==> config.mk <==
export PLATFORM = sky130hd
export DESIGN_NAME = first_fit_heap_allocator_top_flat
export DESIGN_NICKNAME = d
export VERILOG_FILES = /design/src/rtl/core/ffha_pkg.sv /design/src/rtl/core/ffha_if.sv /design/src/rtl/core/first_fit_heap_allocator_top.sv /design/src/rtl/core/ffha_ctrl.sv /design/src/rtl/core/ffha_dpath.sv /design/src/flat_wrapper.sv
export SDC_FILE = /design/constraint.sdc
export NUM_CORES = 2
export LEC_CHECK = 0
export BUFFER_PORTS_ARGS = -buffer_cell sky130_fd_sc_hd__buf_2
export CELL_PAD_IN_SITES_DETAIL_PLACEMENT = 1
export CELL_PAD_IN_SITES_GLOBAL_PLACEMENT = 2
export CORE_MARGIN = 2
export CORE_UTILIZATION = 40
export DETAILED_ROUTE_END_ITERATION = 10
export PLACE_DENSITY = 0.82
export SYNTH_ARGS = -nofsm -noshare
export SYNTH_HDL_FRONTEND = slang
export SYNTH_HIERARCHICAL = 1
export SYNTH_SLANG_ARGS = --single-unit
==> constraint.sdc <==
create_clock -name clk -period 7.71 [get_ports clk]
set_input_delay 1.9275 -clock clk [delete_from_list [all_inputs] [get_ports clk]]
set_output_delay 1.9275 -clock clk [all_outputs]
set_load 0.02 [all_outputs]
==> src/rtl/core/ffha_pkg.sv <==
// ----------------------------------------------------------------------------
// ffha_pkg
// Shared types, constants and helpers of the first-fit heap allocator.
// ----------------------------------------------------------------------------
package ffha_pkg;

	localparam int CHUNKS       = 64;
	localparam int IDX_W        = $clog2(CHUNKS);
	localparam int CNT_W        = IDX_W + 1;
	localparam int OFF_W        = 20;
	localparam int LEN_W        = 21;
	localparam int NEED_W       = 22;
	localparam int PAGE_W       = 9;
	localparam int HEADER_BYTES = 12;
	localparam int HEAP_BYTES   = 1048576;
	localparam int PAGE_BYTES   = 4096;
	localparam int PAGE_SHIFT   = $clog2(PAGE_BYTES);

	localparam logic [1:0] ST_OK        = 2'd0;
	localparam logic [1:0] ST_EXHAUSTED = 2'd1;
	localparam logic [1:0] ST_FULL      = 2'd2;
	localparam logic [1:0] ST_UNKNOWN   = 2'd3;

	typedef struct packed {
		logic [OFF_W-1:0] start;
		logic [LEN_W-1:0] len;
		logic             fr;
	} entry_t;

	typedef enum logic [3:0] {
		OP_NONE,
		OP_LOAD,
		OP_SCAN_RD,
		OP_SCAN_NEXT,
		OP_ALLOC_HIT,
		OP_FREE_HIT,
		OP_UNKNOWN,
		OP_NEXT_RD,
		OP_MERGE_R,
		OP_MERGE_L,
		OP_FREE_FIN,
		OP_APPEND,
		OP_MOVE_RD,
		OP_MOVE_WR,
		OP_MOVE_END,
		OP_RESULT
	} op_t;

	typedef enum logic [3:0] {
		S_IDLE,
		S_SCAN_RD,
		S_SCAN_CHK,
		S_NEXT_RD,
		S_NEXT_CHK,
		S_MERGE_L,
		S_FREE_FIN,
		S_APPEND,
		S_MOVE_RD,
		S_MOVE_WR,
		S_MOVE_END,
		S_DONE
	} state_t;

	typedef struct packed {
		op_t op;
	} cmd_t;

	typedef struct packed {
		logic             scan_more;
		logic             is_free;
		logic             hit;
		logic             split;
		logic             has_next;
		logic             move_more;
		logic [CNT_W-1:0] cnt;
	} sts_t;

	// pages needed to cover a byte count, rounded up
	function automatic logic [PAGE_W-1:0] pages_for(input logic [LEN_W-1:0] bytes);
		logic [LEN_W:0] s;
		s = {1'b0, bytes} + (LEN_W+1)'(PAGE_BYTES - 1);
		return PAGE_W'(s >> PAGE_SHIFT);
	endfunction

endpackage

==> src/rtl/core/ffha_if.sv <==
// ----------------------------------------------------------------------------
// ffha_if
// Request and response channels of the heap allocator.
// ----------------------------------------------------------------------------
interface ffha_req_if;
	logic        valid;
	logic        ready;
	logic        mode;
	logic [20:0] request_bytes;
	logic [19:0] free_offset;

	modport source(output valid, mode, request_bytes, free_offset, input ready);
	modport sink(input valid, mode, request_bytes, free_offset, output ready);
endinterface

interface ffha_rsp_if;
	logic        valid;
	logic        ready;
	logic [19:0] payload_offset;
	logic [1:0]  status;
	logic [8:0]  mapped_pages;

	modport source(output valid, payload_offset, status, mapped_pages, input ready);
	modport sink(input valid, payload_offset, status, mapped_pages, output ready);
endinterface

==> src/rtl/core/first_fit_heap_allocator_top.sv <==
// ----------------------------------------------------------------------------
// first_fit_heap_allocator_top
// First-fit heap allocator with coalescing over a 64-entry chunk table.
// ----------------------------------------------------------------------------
// One request is handled at a time. The table sits in a single-port-write,
// registered-read memory, so each entry visited is first read, then checked.
// A request scans entries in address order up to its hit. A split insert or
// a merge removal then shifts only the entries past the hit, reading and then
// writing each entry moved. The response is held in an output register, so
// the next request is taken while the previous response waits. No clearing
// pass is needed after reset.
// ----------------------------------------------------------------------------
module first_fit_heap_allocator_top import ffha_pkg::*; (
	input logic     clk,
	input logic     arst_n,
	ffha_req_if.sink   req,
	ffha_rsp_if.source rsp
);

	cmd_t cmd;
	sts_t sts;

	ffha_ctrl u_ctrl (
		.clk       (clk),
		.arst_n    (arst_n),
		.in_valid  (req.valid),
		.in_ready  (req.ready),
		.out_valid (rsp.valid),
		.out_ready (rsp.ready),
		.sts       (sts),
		.cmd       (cmd)
	);

	ffha_dpath u_dpath (
		.clk            (clk),
		.arst_n         (arst_n),
		.cmd            (cmd),
		.sts            (sts),
		.mode           (req.mode),
		.request_bytes  (req.request_bytes),
		.free_offset    (req.free_offset),
		.payload_offset (rsp.payload_offset),
		.status         (rsp.status),
		.mapped_pages   (rsp.mapped_pages)
	);

	// one request in flight
	a_one_req: assert property (@(posedge clk) disable iff (!arst_n)
		req.valid && req.ready |=> !req.ready)
		else $error("request taken while busy");

	// error responses carry no offset
	a_err_zero: assert property (@(posedge clk) disable iff (!arst_n)
		rsp.valid && rsp.status != ST_OK |-> rsp.payload_offset == '0)
		else $error("offset on error response");

	// table never overflows
	a_cnt: assert property (@(posedge clk) disable iff (!arst_n)
		sts.cnt <= CNT_W'(CHUNKS))
		else $error("chunk count overflow");

endmodule

==> src/rtl/core/ffha_ctrl.sv <==
// ----------------------------------------------------------------------------
// ffha_ctrl
// Sequencer: steps scan, merge, shift, append and response phases of each request.
// ----------------------------------------------------------------------------
module ffha_ctrl import ffha_pkg::*; (
	input  logic clk,
	input  logic arst_n,
	input  logic in_valid,
	output logic in_ready,
	output logic out_valid,
	input  logic out_ready,
	input  sts_t sts,
	output cmd_t cmd
);

	state_t state_q, state_d;
	logic   out_valid_q;

	// state register
	always_ff @(posedge clk or negedge arst_n) begin
		if (!arst_n) begin
			state_q <= S_IDLE;
		end else begin
			state_q <= state_d;
		end
	end

	// hold the response until taken
	always_ff @(posedge clk or negedge arst_n) begin
		if (!arst_n) begin
			out_valid_q <= 1'b0;
		end else if (cmd.op == OP_RESULT) begin
			out_valid_q <= 1'b1;
		end else if (out_ready) begin
			out_valid_q <= 1'b0;
		end
	end

	assign out_valid = out_valid_q;

	// next state and commands
	always_comb begin
		state_d  = state_q;
		cmd.op   = OP_NONE;
		in_ready = 1'b0;
		case (state_q)
			S_IDLE: begin
				in_ready = 1'b1;
				if (in_valid) begin
					cmd.op  = OP_LOAD;
					state_d = S_SCAN_RD;
				end
			end
			S_SCAN_RD: begin
				if (sts.scan_more) begin
					cmd.op  = OP_SCAN_RD;
					state_d = S_SCAN_CHK;
				end else if (sts.is_free) begin
					cmd.op  = OP_UNKNOWN;
					state_d = S_DONE;
				end else begin
					state_d = S_APPEND;
				end
			end
			S_SCAN_CHK: begin
				if (!sts.hit) begin
					cmd.op  = OP_SCAN_NEXT;
					state_d = S_SCAN_RD;
				end else if (sts.is_free) begin
					cmd.op  = OP_FREE_HIT;
					state_d = S_NEXT_RD;
				end else begin
					cmd.op  = OP_ALLOC_HIT;
					state_d = sts.split ? S_MOVE_RD : S_DONE;
				end
			end
			S_NEXT_RD: begin
				if (sts.has_next) begin
					cmd.op  = OP_NEXT_RD;
					state_d = S_NEXT_CHK;
				end else begin
					state_d = S_MERGE_L;
				end
			end
			S_NEXT_CHK: begin
				cmd.op  = OP_MERGE_R;
				state_d = S_MERGE_L;
			end
			S_MERGE_L: begin
				cmd.op  = OP_MERGE_L;
				state_d = S_FREE_FIN;
			end
			S_FREE_FIN: begin
				cmd.op  = OP_FREE_FIN;
				state_d = S_MOVE_RD;
			end
			S_APPEND: begin
				cmd.op  = OP_APPEND;
				state_d = S_DONE;
			end
			S_MOVE_RD: begin
				if (sts.move_more) begin
					cmd.op  = OP_MOVE_RD;
					state_d = S_MOVE_WR;
				end else begin
					state_d = S_MOVE_END;
				end
			end
			S_MOVE_WR: begin
				cmd.op  = OP_MOVE_WR;
				state_d = S_MOVE_RD;
			end
			S_MOVE_END: begin
				cmd.op  = OP_MOVE_END;
				state_d = S_DONE;
			end
			S_DONE: begin
				if (!out_valid_q || out_ready) begin
					cmd.op  = OP_RESULT;
					state_d = S_IDLE;
				end
			end
			default: begin
				state_d = S_IDLE;
			end
		endcase
	end

endmodule

==> src/rtl/core/ffha_dpath.sv <==
// ----------------------------------------------------------------------------
// ffha_dpath
// Chunk table memory, scan and merge registers, page accounting, response.
// ----------------------------------------------------------------------------
module ffha_dpath import ffha_pkg::*; (
	input  logic              clk,
	input  logic              arst_n,
	input  cmd_t              cmd,
	output sts_t              sts,
	input  logic              mode,
	input  logic [LEN_W-1:0]  request_bytes,
	input  logic [OFF_W-1:0]  free_offset,
	output logic [OFF_W-1:0]  payload_offset,
	output logic [1:0]        status,
	output logic [PAGE_W-1:0] mapped_pages
);

	entry_t mem [CHUNKS];
	entry_t rd_q, prev_q, cur_q, ins_q, wdata;
	logic   we, re;
	logic [IDX_W-1:0] waddr, raddr;

	logic              mode_q;
	logic [NEED_W-1:0] need_q;
	logic [OFF_W-1:0]  off_q;
	logic [CNT_W-1:0]  idx_q, count_q, mv_n_q;
	logic [LEN_W-1:0]  end_q;
	logic [IDX_W-1:0]  hit_q, j_q, src_q, dst_q;
	logic [1:0]        r_q;
	logic              mv_up_q;
	logic [OFF_W-1:0]  pay_q;
	logic [1:0]        stat_q;
	logic [PAGE_W-1:0] top_q;
	logic [OFF_W-1:0]  out_pay_q;
	logic [1:0]        out_stat_q;
	logic [PAGE_W-1:0] out_pages_q;

	logic              fit, split, match, exhausted, full, fin_last;
	logic [LEN_W-1:0]  left;
	logic [NEED_W:0]   app_sum;
	logic [CNT_W-1:0]  newcnt;
	logic [PAGE_W-1:0] app_pages, rel_pages;

	// compare and size terms
	always_comb begin
		fit       = rd_q.fr && ({1'b0, rd_q.len} >= need_q);
		left      = rd_q.len - need_q[LEN_W-1:0];
		full      = (count_q == CNT_W'(CHUNKS));
		split     = (left > LEN_W'(HEADER_BYTES)) && !full;
		match     = ({1'b0, rd_q.start} + (OFF_W+1)'(HEADER_BYTES)) == {1'b0, off_q};
		app_sum   = {2'b00, end_q} + {1'b0, need_q};
		exhausted = app_sum > (NEED_W+1)'(HEAP_BYTES);
		app_pages = pages_for(app_sum[LEN_W-1:0]);
		rel_pages = pages_for({1'b0, cur_q.start});
		newcnt    = count_q - CNT_W'(r_q);
		fin_last  = ({1'b0, j_q} + CNT_W'(1)) == newcnt;
	end

	// status to the sequencer
	always_comb begin
		sts.scan_more = idx_q < count_q;
		sts.is_free   = mode_q;
		sts.hit       = mode_q ? match : fit;
		sts.split     = split;
		sts.has_next  = ({1'b0, hit_q} + CNT_W'(1)) < count_q;
		sts.move_more = mv_n_q != '0;
		sts.cnt       = count_q;
	end

	// table read and write ports
	always_comb begin
		re    = 1'b0;
		raddr = '0;
		we    = 1'b0;
		waddr = '0;
		wdata = rd_q;
		case (cmd.op)
			OP_SCAN_RD: begin
				re    = 1'b1;
				raddr = idx_q[IDX_W-1:0];
			end
			OP_NEXT_RD: begin
				re    = 1'b1;
				raddr = hit_q + IDX_W'(1);
			end
			OP_MOVE_RD: begin
				re    = 1'b1;
				raddr = src_q;
			end
			OP_ALLOC_HIT: begin
				we    = 1'b1;
				waddr = idx_q[IDX_W-1:0];
				wdata = '{start: rd_q.start,
					len: split ? need_q[LEN_W-1:0] : rd_q.len, fr: 1'b0};
			end
			OP_FREE_FIN: begin
				we    = !fin_last;
				waddr = j_q;
				wdata = cur_q;
			end
			OP_MOVE_WR: begin
				we    = 1'b1;
				waddr = dst_q;
				wdata = rd_q;
			end
			OP_MOVE_END: begin
				we    = !mode_q;
				waddr = hit_q + IDX_W'(1);
				wdata = ins_q;
			end
			OP_APPEND: begin
				we    = !exhausted && !full;
				waddr = count_q[IDX_W-1:0];
				wdata = '{start: end_q[OFF_W-1:0], len: need_q[LEN_W-1:0], fr: 1'b0};
			end
			default: begin
				we = 1'b0;
			end
		endcase
	end

	always_ff @(posedge clk) begin
		if (we) begin
			mem[waddr] <= wdata;
		end
		if (re) begin
			rd_q <= mem[raddr];
		end
	end

	// table size and mapped pages
	always_ff @(posedge clk or negedge arst_n) begin
		if (!arst_n) begin
			count_q <= '0;
			top_q   <= '0;
		end else begin
			case (cmd.op)
				OP_APPEND: begin
					if (!exhausted && !full) begin
						count_q <= count_q + CNT_W'(1);
						if (app_pages > top_q) begin
							top_q <= app_pages;
						end
					end
				end
				OP_MOVE_END: begin
					if (!mode_q) begin
						count_q <= count_q + CNT_W'(1);
					end
				end
				OP_FREE_FIN: begin
					if (fin_last) begin
						count_q <= newcnt - CNT_W'(1);
						if (rel_pages < top_q) begin
							top_q <= rel_pages;
						end
					end else begin
						count_q <= newcnt;
					end
				end
				default: begin
					count_q <= count_q;
				end
			endcase
		end
	end

	// request, scan, merge and shift registers
	always_ff @(posedge clk) begin
		case (cmd.op)
			OP_LOAD: begin
				mode_q <= mode;
				need_q <= {1'b0, request_bytes} + NEED_W'(HEADER_BYTES);
				off_q  <= free_offset;
				idx_q  <= '0;
				end_q  <= '0;
				mv_n_q <= '0;
				pay_q  <= '0;
				stat_q <= ST_OK;
			end
			OP_SCAN_NEXT: begin
				idx_q  <= idx_q + CNT_W'(1);
				end_q  <= {1'b0, rd_q.start} + rd_q.len;
				prev_q <= rd_q;
			end
			OP_ALLOC_HIT: begin
				hit_q   <= idx_q[IDX_W-1:0];
				pay_q   <= rd_q.start + OFF_W'(HEADER_BYTES);
				ins_q   <= '{start: rd_q.start + need_q[OFF_W-1:0], len: left, fr: 1'b1};
				src_q   <= count_q[IDX_W-1:0] - IDX_W'(1);
				dst_q   <= count_q[IDX_W-1:0];
				mv_n_q  <= count_q - CNT_W'(1) - idx_q;
				mv_up_q <= 1'b0;
			end
			OP_FREE_HIT: begin
				hit_q <= idx_q[IDX_W-1:0];
				j_q   <= idx_q[IDX_W-1:0];
				cur_q <= '{start: rd_q.start, len: rd_q.len, fr: 1'b1};
				r_q   <= 2'd0;
			end
			OP_MERGE_R: begin
				if (rd_q.fr) begin
					cur_q.len <= cur_q.len + rd_q.len;
					r_q       <= 2'd1;
				end
			end
			OP_MERGE_L: begin
				if (hit_q != '0 && prev_q.fr) begin
					cur_q <= '{start: prev_q.start, len: prev_q.len + cur_q.len, fr: 1'b1};
					j_q   <= hit_q - IDX_W'(1);
					r_q   <= r_q + 2'd1;
				end
			end
			OP_FREE_FIN: begin
				src_q   <= j_q + IDX_W'(1) + IDX_W'(r_q);
				dst_q   <= j_q + IDX_W'(1);
				mv_up_q <= 1'b1;
				mv_n_q  <= (fin_last || r_q == 2'd0) ? '0
					: newcnt - CNT_W'(1) - {1'b0, j_q};
			end
			OP_MOVE_WR: begin
				src_q  <= mv_up_q ? src_q + IDX_W'(1) : src_q - IDX_W'(1);
				dst_q  <= mv_up_q ? dst_q + IDX_W'(1) : dst_q - IDX_W'(1);
				mv_n_q <= mv_n_q - CNT_W'(1);
			end
			OP_APPEND: begin
				if (exhausted) begin
					stat_q <= ST_EXHAUSTED;
				end else if (full) begin
					stat_q <= ST_FULL;
				end else begin
					pay_q <= end_q[OFF_W-1:0] + OFF_W'(HEADER_BYTES);
				end
			end
			OP_UNKNOWN: begin
				stat_q <= ST_UNKNOWN;
			end
			OP_RESULT: begin
				out_pay_q   <= pay_q;
				out_stat_q  <= stat_q;
				out_pages_q <= top_q;
			end
			default: begin
				idx_q <= idx_q;
			end
		endcase
	end

	assign payload_offset = out_pay_q;
	assign status         = out_stat_q;
	assign mapped_pages   = out_pages_q;

endmodule
==> src/flat_wrapper.sv <==
// flat-port wrapper written by rule: the top's interface ports become plain ports
module first_fit_heap_allocator_top_flat import ffha_pkg::*;
  (clk, arst_n, req_valid, req_mode, req_request_bytes, req_free_offset, req_ready, rsp_valid, rsp_payload_offset, rsp_status, rsp_mapped_pages, rsp_ready);
  ffha_req_if req_i ();
  ffha_rsp_if rsp_i ();
  input logic clk;
  input logic arst_n;
  input wire logic [$bits(req_i.valid)-1:0] req_valid;
  input wire logic [$bits(req_i.mode)-1:0] req_mode;
  input wire logic [$bits(req_i.request_bytes)-1:0] req_request_bytes;
  input wire logic [$bits(req_i.free_offset)-1:0] req_free_offset;
  output wire logic [$bits(req_i.ready)-1:0] req_ready;
  output wire logic [$bits(rsp_i.valid)-1:0] rsp_valid;
  output wire logic [$bits(rsp_i.payload_offset)-1:0] rsp_payload_offset;
  output wire logic [$bits(rsp_i.status)-1:0] rsp_status;
  output wire logic [$bits(rsp_i.mapped_pages)-1:0] rsp_mapped_pages;
  input wire logic [$bits(rsp_i.ready)-1:0] rsp_ready;
  assign req_i.valid = req_valid;
  assign req_i.mode = req_mode;
  assign req_i.request_bytes = req_request_bytes;
  assign req_i.free_offset = req_free_offset;
  assign req_ready = req_i.ready;
  assign rsp_valid = rsp_i.valid;
  assign rsp_payload_offset = rsp_i.payload_offset;
  assign rsp_status = rsp_i.status;
  assign rsp_mapped_pages = rsp_i.mapped_pages;
  assign rsp_i.ready = rsp_ready;
  first_fit_heap_allocator_top u_core (.clk(clk), .arst_n(arst_n), .req(req_i), .rsp(rsp_i));
endmodule
==> reports/metrics.csv <==
metric;value;unit
outcome;finished clean;
core area;323000;um^2
most crowded layer after global routing;met2;
Routed Wire Length;459;mm
initial antenna violation count;21;
grt met1 use;35.2;%
Clk Latency, worst-skew pair;960;ps
synth unique cells;85;
final worst-path cycle share;96.7;%
CTS Buf Count;327;
layout cell share with drive strength beyond 1;12.1;%
Seq/Total Area, Yosys;70.2;%
synth top area cells;edfxtp_1 (70%), nand2_1 (8.4%), nand3_1 (4.0%), a311oi_1 (3.1%), clkbuf_1 (1.8%);
CP required;8400;ps
Nets;10900;
htree depth;5;
Synth top area share;69.8;%
vias in the first global route;95700;
synthesized flop and latch total;3033;
Hold Crit Class;reg2reg;
global-route wire length before repair;659;mm
hold-fix buffers at CTS;0;
number of max-cap violations;0;
commonest non-fill, non-tap cell in the layout;edfxtp_1;
met2 usage;45.4;%
Ys Warns;6;
critical path arrival;8140;ps
final cell count without fillers;15300;
Initial DRC Count;10400;
CP max stage delay;620;ps
dpl cells;14700;
Slew Viols, Final;0;
# clock sinks;3033;
flop2flop setup slack;260;ps
Post-synth EDFFs;3012;
Final ANT Viol Nets;0;
setup tns final;0;ps
most frequent cells in the layout;edfxtp_1 (3012), nand2_1 (2885), nand3_1 (1033), a311oi_1 (456), buf_4 (407);
Fmax;134;MHz
Post-Syn Area per Cell;12.5;um^2
Setup Skew;53.1;ps
# fillers;33000;
Via Count;92600;
Critical Path Source Type;register;
minimum clock period;7450;ps
Slew @ Worst Pin;1200;ps
gpl congestion;0.896;
gr usage total;27.1;%
gr ovfl total;0;
most used flip-flop cell after synthesis;edfxtp_1;
Worst slew margin;19.6;%
Setup WS pre-CTS;-380;ps
critical-path maximum fanout;46;
DRC;0;
endpoints failing hold;0;
maximum buffer depth of the clock tree;4;
# port buffers;78;
Layout area overhead;16.2;%
CP Class;reg2reg;
Critical Path Sink Type;register;
die height;573;um
Reg clk slew, reported paths;60;ps
largest net degree at the start of global routing;87;
number of vias per cell;6.07;
# rows;209;
Starting Density;40.1;%
Final HPWL DP;262;mm
top cell type by total area after synthesis;edfxtp_1;
Avg WL per Cell;30.0;um
Final WS setup;257;ps
Netlist Area Pre-Place;130000;um^2
endpoints failing setup;0;
Critical Path Slowest Stage Cell;edfxtp_1;
Post-Syn Instances;10400;
width of the die;573;um
Die Area;329000;um^2
First-pass DRT Iterations;5;
FFs w/ async S/R, synth;0.692;%
CTS tree;built;
Net Count, Synth;10600;
met3 Resource Use GR;4.39;%
root buffer cell;clkbuf_16;
Ports;79;
==> routing by layer <==
metal / routed length [um] / vias to the layer above
met5: 51 / -
met3: 38700 / 989
li1: - / 39200
met4: 19600 / 8
met2: 220000 / 4339
met1: 180000 / 48100
==> cells by family after synthesis <==
kind of cell / count (synthesis) / synth area share [%]
xor gates and xnor gates: 228 / 1.54
and+or+nand+nor: 4652 / 15.5
DFF: 3033 / 70.2
buffers and inverters: 808 / 2.40
adders and majority gates: 180 / 1.80
muxes: 69 / 0.578
AOI/OAI and AO/OA: 1412 / 8.02
==> Yosys cell counts (19+ instances only) <==
| cell type | instances |
|---|---|
| a31oi_1 | 166 |
| o22ai_1 | 25 |
| o221ai_2 | 20 |
| inv_1 | 123 |
| and3_1 | 284 |
| nor3_1 | 111 |
| a21o_1 | 42 |
| nand2_1 | 2889 |
| nor2_1 | 152 |
| nor2b_1 | 33 |
| o21ai_0 | 116 |
| nand3_1 | 1038 |
| and2_1 | 19 |
| a211oi_1 | 118 |
| ha_1 | 169 |
| xor2_1 | 90 |
| mux2_2 | 47 |
| xnor2_1 | 138 |
| a311oi_1 | 456 |
| a22oi_1 | 51 |
| mux2i_1 | 22 |
| nand2b_1 | 31 |
| clkbuf_1 | 615 |
| nand4_1 | 25 |
| buf_1 | 48 |
| o21a_1 | 21 |
| a21oi_1 | 240 |
| edfxtp_1 | 3012 |
| dfrtp_1 | 21 |
==> flip-flops by register name, indices dropped and copies added, names as in the netlist, 9 cells and up <==
signal and count:
u_core/u_dpath/mapped_pages 9, u_core/u_dpath/mem 2688, u_core/u_dpath/top_q 9, u_core/u_dpath/ins_q 41, u_core/u_dpath/need_q 22, u_core/u_dpath/off_q 20, u_core/u_dpath/cur_q 41, u_core/u_dpath/prev_q 42
u_core/u_dpath/end_q 21, u_core/u_dpath/rd_q 42, u_core/u_dpath/payload_offset 20, u_core/u_dpath/pay_q 20
==> worst paths after layout <==
path | to | startpoint | depth (start not counted)
worst max-delay path | u_core/u_dpath/rd_q[1] | u_core/u_dpath/need_q[6] | 30
worst min-delay path | u_core/u_dpath/payload_offset[11] | u_core/u_dpath/pay_q[11] | 0
worst max register to register | u_core/u_dpath/rd_q[1] | u_core/u_dpath/need_q[6] | 30
worst min register to register | u_core/u_dpath/payload_offset[11] | u_core/u_dpath/pay_q[11] | 0
max in group asynchronous | u_core/u_dpath/count_q[5] | arst_n | 1
min in group asynchronous | u_core/u_dpath/top_q[1] | arst_n | 1
==> area by class of cell <==
type / count / area, um^2 / share of cell area [%]
tap: 4325 / 5410 / 3.59
sequential: 3033 / 91000 / 60.4
clock buffer: 410 / 8580 / 5.70
inverter: 123 / 462 / 0.307
clock inverter: 175 / 1760 / 1.17
multi-input combinational: 6542 / 36600 / 24.3
antenna: 9 / 22.5 / 0.0150
timing repair buffer: 655 / 6830 / 4.54
==> worst max-delay path: cells and delay by family, from the launching register on <==
family                   cells  cell delay [ps]
adder cells (fa/ha/maj)      1              370
AO/OA/AOI/OAI               14             2970
AND/OR/NAND/NOR              8             1520
buffers and inverters        7             1580
flip-flops                   1              620
==> through the flow <==
stage	cell area [um^2]	utilization (%)	hold slack, ps
detailed placement	140000	43.3	407
global route	151000	46.6	421
global placement	140000	43.3	407
floorplan	130000	-	400
finish	151000	46.6	418
CTS	150000	46.5	421
==> repair_timing <==
action,in CTS,in global routing
gates cloned,0,1
pin swaps,0,3
setup buffers,0,13
resized for setup,8,22
endpoints found under the setup margin,6,214
Power is left out: the tool's default activity adds up to more than one toggle a clock period on the data nets, which glitch-free logic cannot reach.
